--- src/rtl/core/ddsa_pkg.sv ---
// ----------------------------------------------------------------------------
// ddsa_pkg
// Shared constants for the decimal digit stack adder: stack depth, field
// widths, derived address widths and action codes.
// ----------------------------------------------------------------------------
package ddsa_pkg;

  localparam int MAX_DIGITS = 32;

  localparam int ACTION_W = 2;
  localparam int DIGIT_W  = 4;

  // Stack entries, stack fill count (0..MAX_DIGITS), result store entries
  localparam int STACK_AW  = (MAX_DIGITS > 1) ? $clog2(MAX_DIGITS) : 1;
  localparam int CNT_W     = $clog2(MAX_DIGITS + 1);
  localparam int SUM_DEPTH = MAX_DIGITS + 1;
  localparam int SUM_AW    = $clog2(SUM_DEPTH);

  // Column sum: two digits and a carry
  localparam int COL_W = DIGIT_W + 1;

  localparam logic [ACTION_W-1:0] ACT_PUSH_FIRST  = 2'd0;
  localparam logic [ACTION_W-1:0] ACT_PUSH_SECOND = 2'd1;
  localparam logic [ACTION_W-1:0] ACT_ADD         = 2'd2;

  localparam logic [DIGIT_W-1:0] DIGIT_MAX = 4'd9;
  localparam logic [COL_W-1:0]   RADIX     = 5'd10;

endpackage

--- src/rtl/core/ddsa_ram.sv ---
// ----------------------------------------------------------------------------
// ddsa_ram
// Generic single-clock RAM: one write port, one read port, registered read.
// ----------------------------------------------------------------------------
module ddsa_ram #(
  parameter int WIDTH = 4,
  parameter int DEPTH = 32,
  localparam int AW = (DEPTH > 1) ? $clog2(DEPTH) : 1
) (
  input  logic             clk,
  input  logic             we,
  input  logic [AW-1:0]    waddr,
  input  logic [WIDTH-1:0] wdata,
  input  logic [AW-1:0]    raddr,
  output logic [WIDTH-1:0] rdata
);

  logic [WIDTH-1:0] mem [DEPTH];

  always_ff @(posedge clk) begin
    if (we) begin
      mem[waddr] <= wdata;
    end
    rdata <= mem[raddr];
  end

endmodule

--- src/rtl/core/decimal_digit_stack_adder.sv ---
// ----------------------------------------------------------------------------
// decimal_digit_stack_adder
// Long decimal addition of two digit streams kept on two stacks.
// ----------------------------------------------------------------------------
// Input channel (in_valid/in_ready, action, digit): action 0 pushes digit on
// the first number's stack, 1 on the second; digits above nine count as nine.
// A push onto a full stack is dropped and sets a sticky dropped flag. Action
// 2 adds: both stacks are popped from the units digit up, one column at a
// time (COL_RD reads both stack RAMs, COL_ADD adds and stores the sum
// digit), then the sum is sent on the output channel (out_valid/out_ready,
// sum_digit, last, dropped) most significant digit first, each digit passing
// through EMIT_RD for the registered read of the result RAM, then EMIT_LD.
// last marks the units digit; dropped carries the flag as it stood before
// the add, which clears it and empties both stacks. An add with both stacks
// empty sends nothing. One word is handled at a time: in_ready is high
// only while no add is in progress. A stalled receiver holds the output
// register and halts the emit walk. Reset empties both stacks, clears the
// flag and drops any pending output; stack and result RAMs need no clearing.
// ----------------------------------------------------------------------------
module decimal_digit_stack_adder (
  input  logic                         clk,
  input  logic                         rst,
  input  logic                         in_valid,
  output logic                         in_ready,
  input  logic [ddsa_pkg::ACTION_W-1:0] action,
  input  logic [ddsa_pkg::DIGIT_W-1:0]  digit,
  output logic                         out_valid,
  input  logic                         out_ready,
  output logic [ddsa_pkg::DIGIT_W-1:0]  sum_digit,
  output logic                         last,
  output logic                         dropped
);

  import ddsa_pkg::*;

  typedef enum logic [2:0] {
    IDLE,
    COL_RD,
    COL_ADD,
    EMIT_RD,
    EMIT_LD
  } state_t;

  state_t state;

  logic [CNT_W-1:0]    first_count;
  logic [CNT_W-1:0]    second_count;
  logic                drop_flag;
  logic                flag_hold;
  logic                first_use;
  logic                second_use;
  logic                carry;
  logic [SUM_AW-1:0]   sum_count;
  logic [SUM_AW-1:0]   emit_idx;

  logic                accept;
  logic [DIGIT_W-1:0]  push_digit;
  logic                first_we;
  logic                second_we;
  logic [CNT_W-1:0]    first_top;
  logic [CNT_W-1:0]    second_top;
  logic [DIGIT_W-1:0]  first_rdata;
  logic [DIGIT_W-1:0]  second_rdata;
  logic [DIGIT_W-1:0]  sum_rdata;
  logic [COL_W-1:0]    column;
  logic                carry_next;
  logic [DIGIT_W-1:0]  column_digit;
  logic                sum_we;
  logic [SUM_AW-1:0]   sum_raddr;
  logic                out_free;

  assign in_ready   = (state == IDLE);
  assign accept     = in_valid && in_ready;
  assign push_digit = (digit > DIGIT_MAX) ? DIGIT_MAX : digit;

  assign first_we  = accept && (action == ACT_PUSH_FIRST) &&
                     (first_count < CNT_W'(MAX_DIGITS));
  assign second_we = accept && (action == ACT_PUSH_SECOND) &&
                     (second_count < CNT_W'(MAX_DIGITS));

  assign first_top  = first_count - CNT_W'(1);
  assign second_top = second_count - CNT_W'(1);

  // Column add: zero-extend each used digit, then one decimal correction
  assign column = COL_W'(carry) +
                  (first_use  ? COL_W'(first_rdata)  : COL_W'(0)) +
                  (second_use ? COL_W'(second_rdata) : COL_W'(0));
  assign carry_next   = (column >= RADIX);
  assign column_digit = carry_next ? DIGIT_W'(column - RADIX) : DIGIT_W'(column);

  assign sum_we    = (state == COL_ADD);
  assign sum_raddr = emit_idx;
  assign out_free  = !out_valid || out_ready;

  ddsa_ram #(.WIDTH(DIGIT_W), .DEPTH(MAX_DIGITS)) u_first_ram (
    .clk   (clk),
    .we    (first_we),
    .waddr (first_count[STACK_AW-1:0]),
    .wdata (push_digit),
    .raddr (first_top[STACK_AW-1:0]),
    .rdata (first_rdata)
  );

  ddsa_ram #(.WIDTH(DIGIT_W), .DEPTH(MAX_DIGITS)) u_second_ram (
    .clk   (clk),
    .we    (second_we),
    .waddr (second_count[STACK_AW-1:0]),
    .wdata (push_digit),
    .raddr (second_top[STACK_AW-1:0]),
    .rdata (second_rdata)
  );

  ddsa_ram #(.WIDTH(DIGIT_W), .DEPTH(SUM_DEPTH)) u_sum_ram (
    .clk   (clk),
    .we    (sum_we),
    .waddr (sum_count),
    .wdata (column_digit),
    .raddr (sum_raddr),
    .rdata (sum_rdata)
  );

  always_ff @(posedge clk) begin
    if (rst) begin
      state        <= IDLE;
      first_count  <= '0;
      second_count <= '0;
      drop_flag    <= 1'b0;
      out_valid    <= 1'b0;
    end else begin
      // drop the output word once taken; EMIT_LD reloads it on its own
      if (out_valid && out_ready && state != EMIT_LD) begin
        out_valid <= 1'b0;
      end

      case (state)
        IDLE: begin
          if (accept) begin
            case (action)
              ACT_PUSH_FIRST: begin
                if (first_we) begin
                  first_count <= first_count + CNT_W'(1);
                end else begin
                  drop_flag <= 1'b1;
                end
              end
              ACT_PUSH_SECOND: begin
                if (second_we) begin
                  second_count <= second_count + CNT_W'(1);
                end else begin
                  drop_flag <= 1'b1;
                end
              end
              ACT_ADD: begin
                flag_hold <= drop_flag;
                drop_flag <= 1'b0;
                carry     <= 1'b0;
                sum_count <= '0;
                if (first_count != '0 || second_count != '0) begin
                  state <= COL_RD;
                end
              end
              default: begin
              end
            endcase
          end
        end

        COL_RD: begin
          // read addresses are the current tops; pop them now
          first_use  <= (first_count != '0);
          second_use <= (second_count != '0);
          if (first_count != '0) begin
            first_count <= first_top;
          end
          if (second_count != '0) begin
            second_count <= second_top;
          end
          state <= COL_ADD;
        end

        COL_ADD: begin
          carry <= carry_next;
          if (first_count != '0 || second_count != '0 || carry_next) begin
            sum_count <= sum_count + SUM_AW'(1);
            state     <= COL_RD;
          end else begin
            emit_idx <= sum_count;
            state    <= EMIT_RD;
          end
        end

        EMIT_RD: begin
          state <= EMIT_LD;
        end

        EMIT_LD: begin
          // hold until the output register is free
          if (out_free) begin
            out_valid <= 1'b1;
            sum_digit <= sum_rdata;
            last      <= (emit_idx == '0);
            dropped   <= flag_hold;
            if (emit_idx == '0) begin
              state <= IDLE;
            end else begin
              emit_idx <= emit_idx - SUM_AW'(1);
              state    <= EMIT_RD;
            end
          end
        end

        default: begin
          state <= IDLE;
        end
      endcase
    end
  end

endmodule

--- config.mk ---
export PLATFORM = sky130hd
export DESIGN_NAME = decimal_digit_stack_adder
export DESIGN_NICKNAME = d
export VERILOG_FILES = /design/src/rtl/core/ddsa_pkg.sv /design/src/rtl/core/ddsa_ram.sv /design/src/rtl/core/decimal_digit_stack_adder.sv
export SDC_FILE = /design/constraint.sdc
export NUM_CORES = 1
export LEC_CHECK = 0
export BUFFER_PORTS_ARGS = -buffer_cell sky130_fd_sc_hd__buf_4
export CORE_MARGIN = 2
export CORE_UTILIZATION = 40
export DETAILED_ROUTE_END_ITERATION = 6
export GPL_TIMING_DRIVEN = 0
export PLACE_DENSITY_LB_ADDON = 0.12
export RECOVER_POWER = 25
export REMOVE_ABC_BUFFERS = 1
export SLEW_MARGIN = 20
export SYNTH_ARGS = -nofsm -noshare
export SYNTH_HDL_FRONTEND = slang
export SYNTH_SLANG_ARGS = --single-unit
--- constraint.sdc ---
create_clock -name clk -period 3.84 [get_ports clk]
set_input_delay 0.768 -clock clk [delete_from_list [all_inputs] [get_ports clk]]
set_output_delay 0.768 -clock clk [all_outputs]
set_load 0.02 [all_outputs]
==> results_dict.tcl, run 1 <==
set metrics [dict create \
    status "finished, violations left" \
    violations "max-capacitance violations, max-slew violations" \
    synth_most_common_cell "edfxtp_1" \
    required_ps 4140 \
    grt_pass1_vias 9673 \
    cts_tree "built" \
    core_um2 45300 \
    rsz0062_at_grt "no" \
    routed_wl_um 37200 \
    avgViaCountPerCell 5.25 \
    wire_per_inst_um 21.0 \
    antenna_found_initial 0 \
    min-delay-path-class "reg2reg" \
    htreeDepth 2 \
    clockBufferDepth 3 \
    powerDensity_nw_per_um2 576 \
    clock-root-buffer "clkbuf_16" \
    pin_count 18 \
    worstMarginPinSlew_ps 2120 \
    critical_path_class "reg2reg" \
    slew_headroom_pct -41.8 \
    grt_first_pass_wirelength_um 58000 \
    die_y_um 218 \
    vdd_drop_max_mv 0.358 \
    synth_async_sr_flop_share_pct 0 \
    maxSlewViolCount 66 \
    power_leakage_nw 6.76 \
    synth_warnings 0 \
    hold_violations 0 \
    grt_usage_pct 16.2 \
    synth-edff-count 410 \
    ys_ff_latch 439 \
    post-route-period-util_pct 89.9 \
    start_util_pct 40.4 \
    drtAntennaViolNets 0 \
    syn_avg_cell_area_um2 16.7 \
    vias 9283 \
    cts.sinks 439 \
    fmax_mhz 290 \
    reg2reg_setup_slack_ps 390 \
    tns_ps 0 \
    synth_top_area_share_pct 67.2 \
    yosysTopAreaCell "edfxtp_1" \
    rows 78 \
    period_minus_slack_ps 3450 \
    clkTransAtPathRegs_ps 60 \
    instances_no_fill 1768 \
    p_total_mw 12.0 \
    grt_max_degree 68 \
    critPathLaunchType "flop" \
    die_area_um2 47500 \
    path_max_fanout 4 \
    nets 1158 \
    multi_input_area_um2 5200 \
    place_congestion 0.789 \
    maxCapViolCount 2 \
    post-place-cells 1678 \
    skew_ps 26.6 \
    top_usage_layer "met2" \
    syn2layout_area_growth_pct 14.1 \
    cts_made_buffers 47 \
    nFillCells 3916 \
    portBuffers 17 \
    insertion_delay_ps 580 \
    syn_area_um2 18300 \
    grtUsageMet1_pct 21.5 \
    syn_inst 1098 \
    cp-end-kind "flop" \
    synth.top_cells.by_area "edfxtp_1, mux4_2, dfxtp_1" \
    crit_start "first_use" \
    num_antenna_cells 0 \
    die_w_um 218 \
    setup_violations 0 \
    drt_first_iter_violations 576 \
    hp-start "u_sum_ram.rdata[3]" \
    seq_area_um2 12900 \
    synth.distinct_cells 57 \
    drc 0 \
    grt_util_met2_pct 27.0 \
    synth-seq-area-share_pct 70.4 \
    gr-total-overflow 0 \
    reg2reg_from "first_use" \
    final_layout_size_suffix_gt1_share_pct 19.5 \
    dp_hpwl_um 24300 \
    dr.pass1.iters 5 \
    ys_top_cells_by_count "edfxtp_1, nor2_1, mux4_2, nand2_1, mux2i_1" \
    yosys_most_used_dff "edfxtp_1" \
    arrival_ps 3750 \
    grt_use_met3_pct 3.31 \
]
==> layout make-up <==
class	instances	area share (%)
flip-flops and latches	439	61.7
inverters	16	0.287
repair buffers	38	2.13
well taps	600	3.59
multi-input cells	587	24.9
clock buffers	67	6.48
clock inverters	21	0.898
==> cell families after synthesis <==
family	count (synthesis)	share of synthesized area [%]
multiplexers	144	13.9
adder cells (fa/ha/maj)	19	1.38
XOR/XNOR	23	1.10
buffers and inverters	72	1.69
AO/OA/AOI/OAI	107	4.04
AND/OR/NAND/NOR	294	7.52
flip-flops	439	70.4
==> registers in the layout (all words and copies together) (netlist names), 3 cells and up <==
name / count
sum_count: 6
u_first_ram.mem: 128
u_sum_ram.rdata: 4
second_count: 6
u_first_ram.rdata: 4
emit_idx: 6
state: 3
sum_digit: 4
u_second_ram.rdata: 4
u_second_ram.mem: 128
first_count: 6
u_sum_ram.mem: 132
==> power breakdown <==
part	internal (mW)	switching, mW	total, mW	leakage, nW
Clock	2.66	1.81	4.47	0.759
Sequential	5.78	0.0406	5.82	3.95
Combinational	0.671	1.06	1.73	2.05
Total	9.11	2.92	12.0	6.76
==> cells in the final DEF (no fill, tap or decap), types with 14 or more instances in the layout <==
master / Yosys / routed
edfxtp_1: 410 / 410
nor2_1: 143 / 143
mux4_2: 87 / 87
nand2_1: 57 / 57
clkbuf_16: 0 / 49
mux2i_1: 47 / 46
dfxtp_1: 29 / 28
o21ai_0: 20 / 19
buf_4: 4 / 19
inv_1: 16 / 16
a21oi_1: 15 / 15
ha_1: 17 / 15
nand3b_1: 14 / 14
xnor2_1: 15 / 14
==> worst paths after layout <==
check	end	cells past startpoint
setup / recovery	emit_idx[5]	14
hold / removal	sum_digit[3]	0
setup reg to reg	emit_idx[5]	14
hold reg to reg	sum_digit[3]	0
==> metrics by stage <==
step                area [um^2]  hold WS (ps)  setup WS [ps]  utilization (%)
detailed placement        19400           389          -2.57             42.8
global placement          18900           387          -2020             41.8
CTS                       20900           401           10.7             46.2
finish                    20900           402            387             46.1
floorplan                 18100           386           -216                -
global route              20900           409           20.3             46.1
==> metal layers <==
metal,part of all wire (%),vias up
met4,2.2,0
met2,50,158
met3,3.9,46
met5,0,-
met1,44,4703
li1,-,4376
==> worst max-delay path: stages, from the launching register on <==
cell	delay, ps
edfxtp_1	360
and2_1	180
fa_2	220
inv_1	50
fa_1	410
xnor2_1	170
inv_1	120
ha_1	200
nor2b_1	170
o311ai_0	180
a31oi_2	350
o21ai_2	110
a221oi_2	270
buf_2	210
buf_2	160
==> timing repair <==
item / CTS / global route
hold buffers: 0 / 0
gates resized for setup: 1 / 5
pin swaps: 1 / 2
setup endpoints to repair: 17 / 38
buffers inserted: 0 / 2
No activity file was read; power rests on OpenSTA's default activity.
==> run 2, diff against run 1 <==
--- a/config.mk
+++ b/config.mk
@@ -13,7 +13,6 @@
 export PLACE_DENSITY_LB_ADDON = 0.12
 export RECOVER_POWER = 25
 export REMOVE_ABC_BUFFERS = 1
-export SLEW_MARGIN = 20
 export SYNTH_ARGS = -nofsm -noshare
 export SYNTH_HDL_FRONTEND = slang
 export SYNTH_SLANG_ARGS = --single-unit
==> constraint.sdc (replaced) <==
create_clock -name clk -period 3.3 [get_ports clk]
set_input_delay 0.165 -clock clk [delete_from_list [all_inputs] [get_ports clk]]
set_output_delay 0.165 -clock clk [all_outputs]
set_load 0.02 [all_outputs]
==> results_dict.tcl, run 2 (synthesized netlist as in run 1, its figures left out) <==
set metrics [dict create \
    status "finished, violations left" \
    violations "max-capacitance violations, max-slew violations" \
    post-route-util_pct 46.7 \
    cts_made_buffers 46 \
    arrival_ps 3470 \
    cts.sinks 439 \
    period_minus_slack_ps 3160 \
    die_y_um 218 \
    slowest_stage "fa_2" \
    drtAntennaViolNets 0 \
    antenna_found_initial 0 \
    avgViaCountPerCell 5.27 \
    htreeDepth 2 \
    clock-root-buffer "clkbuf_16" \
    path_max_fanout 11 \
    instances_no_fill 1782 \
    nFillCells 3962 \
    setup_violations 0 \
    skew_ps 34.3 \
    layout_commonest_cell "edfxtp_1" \
    gr-total-overflow 0 \
    multi_input_area_um2 5300 \
    post-route-period-util_pct 95.8 \
    slowest_delay_ps 660 \
    start_util_pct 40.4 \
    hold_violations 0 \
    final_cell_mix "edfxtp_1, nor2_1, mux4_2" \
    critPathLaunchType "flop" \
    grt_first_pass_wirelength_um 58500 \
    pre_cts_ws_ps -1130 \
    maxCapViolCount 2 \
    wire_per_inst_um 21.4 \
    routed_wl_um 38100 \
    drc 0 \
    grt_max_degree 68 \
    path_cells "and2_4 > fa_2 > inv_2 > fa_2 > ha_4 > nor2b_4 > o311ai_2 > a31oi_4 > nor2_2 > buf_4 > mux2i_4 > buf_4 > clkbuf_16" \
    final_cell_area_um2 21100 \
    powerDensity_nw_per_um2 695 \
    worstMarginPinSlew_ps 2160 \
    maxSlewViolCount 66 \
    drt_first_iter_violations 623 \
    fmax_mhz 316 \
    cp-end-kind "flop" \
    crit_family "adder cells" \
    die_area_um2 47500 \
    seq_area_um2 12900 \
    syn2layout_area_growth_pct 15.4 \
    die_w_um 218 \
    portBuffers 17 \
    top_regs "u_sum_ram.mem x132, u_first_ram.mem x128, u_second_ram.mem x128" \
    dp_hpwl_um 24000 \
    dpl-instance-area_um2 19300 \
    fin_ws_ps 138 \
    worst-path-buf-inv 4 \
    cts_tree "built" \
    largest_register "u_sum_ram.mem" \
    vias 9391 \
    clockBufferDepth 3 \
    largest_reg_flops 132 \
    crit_start "first_use" \
    required_ps 3610 \
    place_congestion 0.789 \
    hp-start "action[1]" \
    post-place-cells 1672 \
    core_um2 45300 \
    insertion_delay_ps 590 \
    num_antenna_cells 0 \
    clkTransAtPathRegs_ps 60 \
    vdd_drop_max_mv 0.483 \
    min-delay-path-class "in2reg" \
    power_leakage_nw 6.84 \
    slew_headroom_pct -44.0 \
    rows 78 \
    grt_usage_pct 16.3 \
    grt_pass1_vias 9646 \
    critical_path_class "reg2reg" \
    final_layout_size_suffix_gt1_share_pct 21.2 \
    reg2reg_from "first_use" \
    dr.pass1.iters 4 \
    nets 1173 \
    pin_count 18 \
]
[run 2: cell count changes in the layout (fill, tap and decap cells not counted), sizes merged]
cell and change:
a21o +1, buf +3, bufinv +3, clkbuf -3
clkinv +3, clkinvlp +2, dlygate4sd3 +4, inv +1
[run 2: what timing repair did]
action | in CTS | in global routing
hold endpoints to repair | 13 | 0
pin swaps | 4 | 4
endpoints found under the setup margin | 115 | 111
gates cloned | 0 | 2
buffers inserted | 6 | 12
gates resized for setup | 14 | 14
hold buffers | 4 | 0
[run 2: worst register-to-register path: stages (launching register included)]
cell and delay [ps]:
edfxtp_1 370, and2_4 160, fa_2 210, inv_2 40, fa_2 660, ha_4 190, nor2b_4 150, o311ai_2 140
a31oi_4 280, nor2_2 60, buf_4 150, mux2i_4 180, buf_4 140, clkbuf_16 160
[run 2: power by group]
part | switching, mW | internal (mW)
clock | 2.16 | 3.14
combinational | 1.44 | 1.18
sequential | 0.0515 | 6.72
total | 3.65 | 11.0
[run 2: final timing paths]
check	to	slack, ps	cells after the start
worst min register to register	sum_digit[2]	400	0
worst max register to register	u_sum_ram.mem[4][2]	140	13
worst max-delay path	u_sum_ram.mem[4][2]	140	13
worst min-delay path	second_count[4]	90	4
[run 2: per-layer routing]
metal / GRT usage [%] / vias up / wire, um
li1: - / 4401 / -
met3: 3.07 / 68 / 1340
met2: 27.3 / 158 / 19100
met4: 5.31 / 0 / 980
met1: 21.5 / 4764 / 16600
met5: 0 / - / 0
[run 2: area by class of cell]
class,count,area share (%)
clock buffer,56,5.82
clock inverter,30,1.53
multi-input combinational,588,25.1
timing repair buffer,53,2.70
inverter,16,0.284
tap,600,3.55
sequential,439,61.0
[run 2: stage by stage]
stage               setup TNS, ps  total power, mW  hold slack, ps
floorplan                  -33350             7.94             234
global placement          -508820             8.40             387
detailed placement         -70620             8.90             390
CTS                             0             14.5            56.0
global route                 -154             15.3            80.2
finish                          0             14.7            86.7
